--- src/hw/rtl/shell_command_lexer_macros.svh ---
// ----------------------------------------------------------------------------
// shell command lexer assertion macros
// shared property wrappers clocked on clk_i and disabled in reset
// ----------------------------------------------------------------------------
`ifndef SHELL_COMMAND_LEXER_MACROS_SVH
`define SHELL_COMMAND_LEXER_MACROS_SVH

// implication checked on every rising edge outside reset
`define SCL_ASSERT(label, prop, msg) \
  label: assert property (@(posedge clk_i) disable iff (!rst_ni) (prop)) \
    else $error(msg);

// property that must hold in the cycle after a trigger
`define SCL_ASSERT_NEXT(label, trig, prop, msg) \
  label: assert property (@(posedge clk_i) disable iff (!rst_ni) (trig) |=> (prop)) \
    else $error(msg);

`endif

--- src/hw/rtl/scl_pkg.sv ---
// ----------------------------------------------------------------------------
// scl_pkg
// shared types, codes and character constants of the shell command lexer
// ----------------------------------------------------------------------------
`default_nettype none

package scl_pkg;

  // lexer modes
  localparam logic [2:0] ModeStart   = 3'd0;
  localparam logic [2:0] ModeStartBs = 3'd1;
  localparam logic [2:0] ModeWord    = 3'd2;
  localparam logic [2:0] ModeWordBs  = 3'd3;
  localparam logic [2:0] ModeQuotes  = 3'd4;
  localparam logic [2:0] ModeOp      = 3'd5;
  localparam logic [2:0] ModeComment = 3'd6;

  // result kinds
  localparam logic [1:0] KindByte    = 2'd0;
  localparam logic [1:0] KindWordEnd = 2'd1;
  localparam logic [1:0] KindLineEnd = 2'd2;

  // characters
  localparam logic [7:0] ChBackslash = 8'h5c;
  localparam logic [7:0] ChQuote     = 8'h22;
  localparam logic [7:0] ChHash      = 8'h23;
  localparam logic [7:0] ChGt        = 8'h3e;
  localparam logic [7:0] ChPipe      = 8'h7c;
  localparam logic [7:0] ChAmp       = 8'h26;
  localparam logic [7:0] ChLt        = 8'h3c;
  localparam logic [7:0] ChLParen    = 8'h28;
  localparam logic [7:0] ChRParen    = 8'h29;
  localparam logic [7:0] ChSemi      = 8'h3b;
  localparam logic [7:0] ChSpace     = 8'h20;
  localparam logic [7:0] ChTab       = 8'h09;
  localparam logic [7:0] ChNewline   = 8'h0a;

  typedef struct packed {
    logic [1:0] kind;
    logic [7:0] token_byte;
    logic       at_eof;
  } result_t;

  // results of one item, in order
  typedef struct packed {
    logic    load;
    logic    two;
    result_t res0;
    result_t res1;
  } pair_t;

  function automatic result_t mk_result(logic [1:0] kind, logic [7:0] b, logic eof);
    result_t r;
    r.kind       = kind;
    r.token_byte = b;
    r.at_eof     = eof;
    return r;
  endfunction

  function automatic logic is_operator(logic [7:0] c);
    return (c == ChGt) || (c == ChPipe) || (c == ChAmp) || (c == ChLt) ||
           (c == ChLParen) || (c == ChRParen) || (c == ChSemi);
  endfunction

  function automatic logic is_separator(logic [7:0] c);
    return (c == ChNewline) || (c == ChSpace) || (c == ChTab) || (c == ChQuote) ||
           (c == ChHash) || is_operator(c);
  endfunction

endpackage

`default_nettype wire

--- src/hw/rtl/shell_command_lexer.sv ---
// ----------------------------------------------------------------------------
// shell_command_lexer
// streaming shell tokenizer: one character or end of input in, byte,
// word-end and line-end results out
// ----------------------------------------------------------------------------
// channel   direction  handshake                   payload
// in        input      in_valid_i / in_stall_o     char_code_i, end_of_input_i
// out       output     out_valid_o / out_stall_i   kind_o, token_byte_o, at_eof_o, last_o
//
// one input transfer per cycle unless stalled; input register feeds result register
// an item with two results holds the result register for two output transfers
// reset leaves the lexer between words with both registers empty
// in_stall_o rises when the input register holds an item and the result
// register still has results that are not taken this cycle
// ----------------------------------------------------------------------------
`default_nettype none

`include "shell_command_lexer_macros.svh"

module shell_command_lexer (
  input  wire logic       clk_i,
  input  wire logic       rst_ni,
  input  wire logic       in_valid_i,
  output logic            in_stall_o,
  input  wire logic [7:0] char_code_i,
  input  wire logic       end_of_input_i,
  output logic            out_valid_o,
  input  wire logic       out_stall_i,
  output logic [1:0]      kind_o,
  output logic [7:0]      token_byte_o,
  output logic            at_eof_o,
  output logic            last_o
);

  logic           in_valid_q;
  logic [7:0]     char_q;
  logic           eof_q;
  logic           free;
  logic           adv;
  logic           in_xfer;
  scl_pkg::pair_t pair;

  assign adv        = in_valid_q && free;
  assign in_stall_o = in_valid_q && !free;
  assign in_xfer    = in_valid_i && !in_stall_o;

  always_ff @(posedge clk_i or negedge rst_ni) begin
    if (!rst_ni) begin
      in_valid_q <= 1'b0;
    end else if (in_xfer) begin
      in_valid_q <= 1'b1;
    end else if (adv) begin
      in_valid_q <= 1'b0;
    end
  end

  always_ff @(posedge clk_i) begin
    if (in_xfer) begin
      char_q <= char_code_i;
      eof_q  <= end_of_input_i;
    end
  end

  scl_lex_core u_core (
    .clk_i  (clk_i),
    .rst_ni (rst_ni),
    .adv_i  (adv),
    .char_i (char_q),
    .eof_i  (eof_q),
    .pair_o (pair)
  );

  scl_out_buf u_out (
    .clk_i        (clk_i),
    .rst_ni       (rst_ni),
    .load_i       (adv && pair.load),
    .pair_i       (pair),
    .free_o       (free),
    .out_valid_o  (out_valid_o),
    .out_stall_i  (out_stall_i),
    .kind_o       (kind_o),
    .token_byte_o (token_byte_o),
    .at_eof_o     (at_eof_o),
    .last_o       (last_o)
  );

  // a result that is not the last of its item is never a line end
  `SCL_ASSERT(a_first_not_line_end, (out_valid_o && !last_o) |-> (kind_o != scl_pkg::KindLineEnd), "line end before last result")
  // the second result of a pair follows the first
  `SCL_ASSERT_NEXT(a_pair_follows, out_valid_o && !last_o, out_valid_o, "second result lost")
  // at_eof only marks a line end
  `SCL_ASSERT(a_eof_on_line_end, (out_valid_o && at_eof_o) |-> (kind_o == scl_pkg::KindLineEnd), "at_eof off a line end")

endmodule

`default_nettype wire

--- src/hw/rtl/scl_lex_core.sv ---
// ----------------------------------------------------------------------------
// scl_lex_core
// lexer state and single-pass decode of one registered character
// ----------------------------------------------------------------------------
`default_nettype none

module scl_lex_core (
  input  wire logic           clk_i,
  input  wire logic           rst_ni,
  input  wire logic           adv_i,
  input  wire logic [7:0]     char_i,
  input  wire logic           eof_i,
  output scl_pkg::pair_t      pair_o
);

  typedef struct packed {
    logic [2:0]       mode;
    logic [7:0]       op;
    logic             emit;
    scl_pkg::result_t res;
  } bw_t;

  logic [2:0] mode_q, mode_d;
  logic [7:0] op_q, op_d;
  bw_t        bw;
  logic       pair_op;

  // handling of a character between words
  function automatic bw_t between_words(logic [7:0] c, logic eof, logic [7:0] op);
    bw_t r;
    r.mode = scl_pkg::ModeStart;
    r.op   = op;
    r.emit = 1'b0;
    r.res  = scl_pkg::mk_result(scl_pkg::KindByte, c, 1'b0);
    if (eof) begin
      r.emit = 1'b1;
      r.res  = scl_pkg::mk_result(scl_pkg::KindLineEnd, 8'h00, 1'b1);
    end else if (c == scl_pkg::ChBackslash) begin
      r.mode = scl_pkg::ModeStartBs;
    end else if ((c == scl_pkg::ChSpace) || (c == scl_pkg::ChTab)) begin
      r.mode = scl_pkg::ModeStart;
    end else if (c == scl_pkg::ChNewline) begin
      r.emit = 1'b1;
      r.res  = scl_pkg::mk_result(scl_pkg::KindLineEnd, 8'h00, 1'b0);
    end else if (c == scl_pkg::ChHash) begin
      r.mode = scl_pkg::ModeComment;
    end else if (c == scl_pkg::ChQuote) begin
      r.mode = scl_pkg::ModeQuotes;
    end else if (scl_pkg::is_operator(c)) begin
      r.emit = 1'b1;
      r.op   = c;
      r.mode = scl_pkg::ModeOp;
    end else begin
      r.emit = 1'b1;
      r.mode = scl_pkg::ModeWord;
    end
    return r;
  endfunction

  assign bw      = between_words(char_i, eof_i, op_q);
  assign pair_op = !eof_i && (char_i == op_q) &&
                   ((char_i == scl_pkg::ChGt) || (char_i == scl_pkg::ChPipe) ||
                    (char_i == scl_pkg::ChAmp));

  always_comb begin
    scl_pkg::result_t byte_r, we_r;
    byte_r = scl_pkg::mk_result(scl_pkg::KindByte, char_i, 1'b0);
    we_r   = scl_pkg::mk_result(scl_pkg::KindWordEnd, 8'h00, 1'b0);
    mode_d      = mode_q;
    op_d        = op_q;
    pair_o.load = 1'b0;
    pair_o.two  = 1'b0;
    pair_o.res0 = byte_r;
    pair_o.res1 = bw.res;
    unique case (mode_q)
      scl_pkg::ModeStartBs: begin
        if (!eof_i && (char_i == scl_pkg::ChBackslash)) begin
          pair_o.load = 1'b1;
          mode_d      = scl_pkg::ModeWord;
        end else begin
          pair_o.load = bw.emit;
          pair_o.res0 = bw.res;
          mode_d      = bw.mode;
          op_d        = bw.op;
        end
      end
      scl_pkg::ModeWord: begin
        if (eof_i || scl_pkg::is_separator(char_i)) begin
          pair_o.load = 1'b1;
          pair_o.two  = bw.emit;
          pair_o.res0 = we_r;
          mode_d      = bw.mode;
          op_d        = bw.op;
        end else if (char_i == scl_pkg::ChBackslash) begin
          mode_d = scl_pkg::ModeWordBs;
        end else begin
          pair_o.load = 1'b1;
        end
      end
      scl_pkg::ModeWordBs: begin
        pair_o.load = 1'b1;
        if (eof_i) begin
          pair_o.two  = 1'b1;
          pair_o.res0 = we_r;
          mode_d      = bw.mode;
        end else begin
          mode_d = scl_pkg::ModeWord;
        end
      end
      scl_pkg::ModeQuotes: begin
        pair_o.load = 1'b1;
        if (eof_i) begin
          pair_o.two  = 1'b1;
          pair_o.res0 = we_r;
          mode_d      = bw.mode;
        end else if (char_i == scl_pkg::ChQuote) begin
          pair_o.res0 = we_r;
          mode_d      = scl_pkg::ModeStart;
        end
      end
      scl_pkg::ModeOp: begin
        pair_o.load = 1'b1;
        if (pair_op) begin
          pair_o.two  = 1'b1;
          pair_o.res1 = we_r;
          mode_d      = scl_pkg::ModeStart;
        end else begin
          pair_o.two  = bw.emit;
          pair_o.res0 = we_r;
          mode_d      = bw.mode;
          op_d        = bw.op;
        end
      end
      scl_pkg::ModeComment: begin
        if (eof_i || (char_i == scl_pkg::ChNewline)) begin
          pair_o.load = 1'b1;
          pair_o.res0 = scl_pkg::mk_result(scl_pkg::KindLineEnd, 8'h00, eof_i);
          mode_d      = scl_pkg::ModeStart;
        end
      end
      default: begin
        pair_o.load = bw.emit;
        pair_o.res0 = bw.res;
        mode_d      = bw.mode;
        op_d        = bw.op;
      end
    endcase
  end

  always_ff @(posedge clk_i or negedge rst_ni) begin
    if (!rst_ni) begin
      mode_q <= scl_pkg::ModeStart;
      op_q   <= 8'h00;
    end else if (adv_i) begin
      mode_q <= mode_d;
      op_q   <= op_d;
    end
  end

endmodule

`default_nettype wire

--- src/hw/rtl/scl_out_buf.sv ---
// ----------------------------------------------------------------------------
// scl_out_buf
// result register holding the one or two results of an item
// ----------------------------------------------------------------------------
`default_nettype none

module scl_out_buf (
  input  wire logic           clk_i,
  input  wire logic           rst_ni,
  input  wire logic           load_i,
  input  scl_pkg::pair_t      pair_i,
  output logic                free_o,
  output logic                out_valid_o,
  input  wire logic           out_stall_i,
  output logic [1:0]          kind_o,
  output logic [7:0]          token_byte_o,
  output logic                at_eof_o,
  output logic                last_o
);

  logic             valid_q;
  logic             sel_q;
  logic             two_q;
  scl_pkg::result_t res0_q, res1_q;
  scl_pkg::result_t cur;
  logic             xfer;

  assign cur          = sel_q ? res1_q : res0_q;
  assign out_valid_o  = valid_q;
  assign kind_o       = cur.kind;
  assign token_byte_o = cur.token_byte;
  assign at_eof_o     = cur.at_eof;
  assign last_o       = !two_q || sel_q;
  assign xfer         = valid_q && !out_stall_i;
  assign free_o       = !valid_q || (xfer && last_o);

  always_ff @(posedge clk_i or negedge rst_ni) begin
    if (!rst_ni) begin
      valid_q <= 1'b0;
      sel_q   <= 1'b0;
      two_q   <= 1'b0;
    end else if (load_i) begin
      valid_q <= 1'b1;
      sel_q   <= 1'b0;
      two_q   <= pair_i.two;
    end else if (xfer) begin
      if (last_o) begin
        valid_q <= 1'b0;
      end else begin
        sel_q <= 1'b1;
      end
    end
  end

  always_ff @(posedge clk_i) begin
    if (load_i) begin
      res0_q <= pair_i.res0;
      res1_q <= pair_i.res1;
    end
  end

endmodule

`default_nettype wire

--- config.mk ---
export PLATFORM = sky130hd
export DESIGN_NAME = shell_command_lexer
export DESIGN_NICKNAME = d
export VERILOG_FILES = /design/src/hw/rtl/scl_pkg.sv /design/src/hw/rtl/shell_command_lexer.sv /design/src/hw/rtl/scl_lex_core.sv /design/src/hw/rtl/scl_out_buf.sv
export VERILOG_INCLUDE_DIRS = /design/src /design/src/hw/rtl
export SDC_FILE = /design/constraint.sdc
export NUM_CORES = 1
export LEC_CHECK = 0
export ABC_AREA = 0
export BUFFER_PORTS_ARGS = -buffer_cell sky130_fd_sc_hd__clkbuf_2
export CAP_MARGIN = 10
export CORE_ASPECT_RATIO = 1.1
export CORE_MARGIN = 10
export CORE_UTILIZATION = 27
export CTS_CLUSTER_DIAMETER = 100
export DETAILED_ROUTE_END_ITERATION = 8
export GPL_TIMING_DRIVEN = 0
export PLACE_DENSITY = 0.48
export SLEW_MARGIN = 20
export SYNTH_ARGS = -nofsm -noshare
export SYNTH_HDL_FRONTEND = slang
export SYNTH_HIERARCHICAL = 1
export SYNTH_SLANG_ARGS = --single-unit
--- constraint.sdc ---
create_clock -name clk_i -period 3.1 [get_ports clk_i]
set_input_delay 0.62 -clock clk_i [delete_from_list [all_inputs] [get_ports clk_i]]
set_output_delay 0.62 -clock clk_i [all_outputs]
set_load 0.005 [all_outputs]
# Yosys cells after proc, flatten, opt, wreduce, memory -nomap -nowiden
# Index checks and enable logic that the tools add are counted.
word_totals:
  register_bits: 46
  in_bits: 13
  out_inout_bits: 14
  wordCells: 144
op_classes:
  eq_ne: 27
  mux: 62
  bitwise_logic: 1
  n_reduce_logical: 40
ops:
  columns: ["operator", "n"]
  rows:
  - ["11-bit 2-to-1 mux", 12]
  - ["8-bit by 6-bit == test with 1-bit output (second input constant)", 9]
  - ["11-bit one-hot mux with 6 select lines", 1]
  - ["9-bit 2-to-1 mux", 6]
  - ["20-bit 2-to-1 mux", 2]
  - ["3-bit 2-to-1 mux", 13]
  - ["12-bit 2-to-1 mux", 3]
  - ["8-bit 2-to-1 mux", 4]
  - ["8-bit one-hot mux with 4 select lines", 1]
  - ["10-bit 2-to-1 mux", 2]
  - ["3-bit one-hot mux with 6 select lines", 1]
  - ["8-bit by 4-bit == test with 1-bit output (second input constant)", 2]
  - ["8-bit by 7-bit == test with 1-bit output (second input constant)", 2]
  - ["1-bit logical OR", 16]
  - ["1-bit 2-to-1 mux", 15]
  - ["3-bit == test (second input constant)", 3]
  - ["1-bit logical AND", 9]
  - ["8-bit == test", 1]
  - ["1-bit one-hot mux with 4 select lines", 2]
  - ["3-bit by 2-bit == test with 1-bit output (second input constant)", 2]
  - ["1-bit zero test", 6]
  - ["2-bit by 1-bit != test with 1-bit output (second input constant)", 3]
  - ["2-bit nonzero test", 3]
  - ["3-bit OR reduction", 2]
  - ["8 further kinds", 10]

# Logic depth before layout (Yosys ltp)
logic_depth:
  word_depth: 26
  mapped_depth: 10
  ltp_nobuf: 9

# By module
# The synthesis kept the hierarchy.
modules_own_cells:
  columns: ["mod", "n_inst", "cells_each", "area_per_inst_um2", "seq_area_each_um2"]
  rows:
  - ["scl_lex_core", 1, 195, 1488.9, 275.3]
  - ["scl_out_buf", 1, 46, 957.2, 735.7]
  - ["shell_command_lexer", 1, 16, 340.3, 295.3]

# Worst setup path before layout
# Ideal clock, no wire load.
synth_path:
  kind: "reg2reg"
  from: "register char_q[6]"
  to: "register u_out.two_q"
  setup_time_ns: 0.125
  arrival_ns: 2.616
  t_required_ns: 2.975
  slack_ns: 0.359
  path_stages_with_launch: 9
  path_buffers: 0
  period_less_slack_ns: 2.741
  path_cell_list: "edfxtp_1 -> nor3b_2 -> o311ai_2 -> and3_1 -> nand3_1 -> o21ai_0 -> a21oi_1 -> and3_1 -> mux2_2"
synth_lines:
  columns: ["item", "line_no", "source"]
  rows:
  - ["start, declared", "shell_command_lexer.sv:36", "logic [7:0] char_q;"]
  - ["start signal, assigned", "shell_command_lexer.sv:59", "char_q <= char_code_i;"]
  - ["end signal, assigned", "scl_out_buf.sv:45", "two_q <= pair_i.two;"]
  - ["end, declared", "scl_out_buf.sv:23", "logic two_q;"]

==> results.md <==
* Initial antenna violation count at 0
* Reg clk slew, reported paths at roughly 0.09 ns
* Worst reg2reg setup slack at 0.25 ns
* Main combinational cell family by area after synthesis: simple AND/OR/NAND/NOR gates
* Area grow syn2layout at 14.2%
* Total instance count after detailed placement at about 400
* CP cell instances: nor3b_2, o311ai_2, and3_1, nand3_1, o21ai_0, a21oi_1, and3_4, mux2_2
* CTS H-Tree Depth at 2
* DRC violations left at 0
* Data arrival, critical path at around 3.1 ns
* Worst R2R End: u_out/two_q
* Dominant cells by area after synthesis: edfxtp_1, dfrtp_1, mux2_4
* PwrDens at approximately 720 mW/mm^2
* Root buffer cell: clkbuf_8
* Synth Area in XOR/XNOR at between 3 and 4%
* Die Ht at approximately 130 um
* Final Critical Period at around 2.9 ns
* RSZ-0062 raised after global routing: no
* Main synth FF type: edfxtp_1
* Ant. Diodes at 0
* Number of global-route vias before repair at between 2000 and 2500
* Rel. slew slack at 62.5%
* Worst Hold Class: in2async
* P_leak at 1.33 nW
* Synth cell types at 70
* Fin crit share at between 90% and 100%
* Row count at 38
* Synth Area in Simple Gates at roughly a fifth
* Post-synthesis mux area share at ~9.7%
* Number of enable flip-flop cells after synthesis at 31
* Fin Clk Skew at between 0.01 and 0.015 ns
* Synthesized Nets at about 270
* Final antenna-violating net count at 0
* Largest net degree at the start of global routing at 27
* GRT Overall Usage at a little under a tenth
* RD Place Congestion at between 0.8 and 0.9
* Peak fanout along the critical path at 26
* Post-synth top area cell: edfxtp_1
* Highest metal layer with signal wires: met4
* Met2 WL at approximately 3100 um
* Nets@finish at roughly 300
* Cell Area, Synth at approximately 0.0028 sq mm
* Syn Area/Cell at approximately 11 sq um
* Post-synth ARST share at about 33%
* CP Class: reg2reg
* Adder-cell share of the synthesized area at less than 1%
* Final Instance Count excl. Fillers at 411
* TritonRoute pass-1 iters at 4
* R2R depth at 8
* Reg2reg start: char_q[7]
* Worst Tran Pin Value at approximately 0.56 ns
* Port-buffer cells at 26
* Seq cells post-synth at between 40 and 50
* Core area at roughly 0.010 sq mm
* GRT overflow at 0
* Postcts setup bufs at 0
* CP max stage delay at ~0.57 ns
* Status: completed
* M1 wire length at 3160 um
* Seq/Total Area, Yosys at 46.9%
* DPL Wire Length at around 5000 um
* Vias at 2093
* Setup Viol. Count Final at 0
* # Max-Cap Violations at 0
* Area fraction of the dominant cell type after synthesis at approximately a third
* Synth Instances at roughly 260
* DR WL/cell at roughly 17 um
* Compound-Gate Fraction of Synth Area at between 10% and 20%
* TritonCTS clock tree: built
* Element type at the critical path start: register
* Fin Hold WS at ~0.24 ns
* Overall die width at ~120 um
* Buffers & Inverters on Critical Path at 0
* Max VDD drop at around 200 uV
* Worst skew pair latency at roughly 0.30 ns
* Die area at around 0.015 sq mm
* Wirelength, routed at 6890 um
* CP max-delay cell: edfxtp_1
* Initial Util at between 20 and 30%
* Hold_buf cts at 0
* Required @ worst endpoint at between 3 and 4 ns
* Final slew viol count at 0
* CTS Buffer Depth at 2
* Crit. End Element: register
* Share of cells above drive strength 1 at 25.8%
* Final WS setup at 0.249 ns
* Final hold vios at 0
* F_max at about 350 MHz
* CP top delay family: simple AND/OR/NAND/NOR gates
* DP Worst Slack at -0.323 ns
* YS warnings at 6
* Clk sinks at 46
* Wire length on met3 at 420 um
* Initial DRC count at 144
* Num ports at 27
* First-pass GRT wire length at roughly 11000 um
* TritonCTS Buffers at 5
* Vias per std cell at between 5 and 6
## worst max-delay path by stage
stage	startpoint	end	depth (start not counted)
after floorplan	char_q[6]	u_out/two_q	8
after global routing	char_q[6]	u_out/sel_q	9
after global placement	char_q[6]	u_out/sel_q	9
after CTS	char_q[6]	u_out/sel_q	9
final	char_q[7]	u_out/two_q	8
after detailed placement	char_q[6]	u_out/sel_q	9
## cell type report
| type | count | area, sq um |
|---|---|---|
| fill | 1029 | 6800 |
| multi-input combinational | 182 | 1350 |
| sequential | 46 | 1310 |
| tap | 120 | 150 |
| timing repair buffer | 26 | 130 |
| buffer | 16 | 91.3 |
| clock buffer | 6 | 72.6 |
| inverter | 13 | 48.8 |
| clock inverter | 2 | 37.5 |
## registers in the layout, summed over array words and instances, names as in the netlist
signal and count:
u_out/out_valid_o 1, u_core/mode_q 3, char_q 8, u_core/op_q 8, u_out/two_q 1, u_out/res0_q 11
in_valid_q 1, eof_q 1, u_out/sel_q 1, u_out/res1_q 11
## timing repair
item / 4_1_cts / 5_1_grt
setup endpoints to repair: 25 / 2
gates cloned: 0 / 0
gates resized for setup: 1 / 1
## cell families after synthesis
logic type                 count (synthesis)
xor gates and xnor gates                  11
buffers and inverters                     29
and+or+nand+nor                          100
adders and majority gates                  1
DFF                                       46
AOI/OAI and AO/OA                         51
muxes                                     19
## metrics by stage
step	setup TNS (ns)	util [%]	power, W	area [sq um]
after floorplan	0	-	0.00160	2790
after global placement	-4.89	30.7	0.00186	3070
after detailed placement	-4.39	30.7	0.00187	3070
after CTS	0	31.8	0.00234	3180
after global routing	0	31.9	0.00247	3180
final	0	31.9	0.00230	3180
## report_power, final
group          internal [W]  switching, W
clock              0.000241      0.000214
combinational      0.000412      0.000479
sequential         0.000869     0.0000888
## per-layer routing
| layer | global-route usage, % | up-vias |
|---|---|---|
| met5 | 0 | - |
| met2 | 14.3 | 68 |
| li1 | - | 1014 |
| met4 | 3.86 | 0 |
| met1 | 12.6 | 997 |
| met3 | 2.26 | 14 |
## layout by cell type (no fill, tap or decap), types with 4 or more instances in the layout
cell type and instances:
o21ai_0 5, clkbuf_8 5, mux2_4 15, nor2_1 22, xor2_1 10, nor3_1 12
nand2_1 17, edfxtp_1 31, clkbuf_1 7, dfrtp_1 15, buf_2 4, and3_1 6
clkbuf_2 26, mux2_2 4, a21oi_1 15, inv_1 13, nor2b_1 4
## cell usage after synthesis, types with 2 or more instances
cell and n:
dfrtp_1 15, o221ai_1 2, mux2_2 4, xor2_1 10
and2_1 3, inv_1 13, o2111ai_1 2, nand2b_1 2
and4bb_2 2, nand2_1 17, nor3_1 12, buf_6 2
o22ai_1 2, o211ai_1 3, o21ai_0 5, and3_1 7
nor2b_1 4, nor2_1 22, buf_2 4, nor4_1 2
or3_1 2, and2b_1 2, clkbuf_1 6, and3b_1 2
buf_4 3, nor4bb_1 2, nand3_1 2, mux2_4 15
a31oi_1 3, edfxtp_1 31, a21oi_1 15, nand4_1 3
Note: power is estimated with default switching activity, not from simulation.
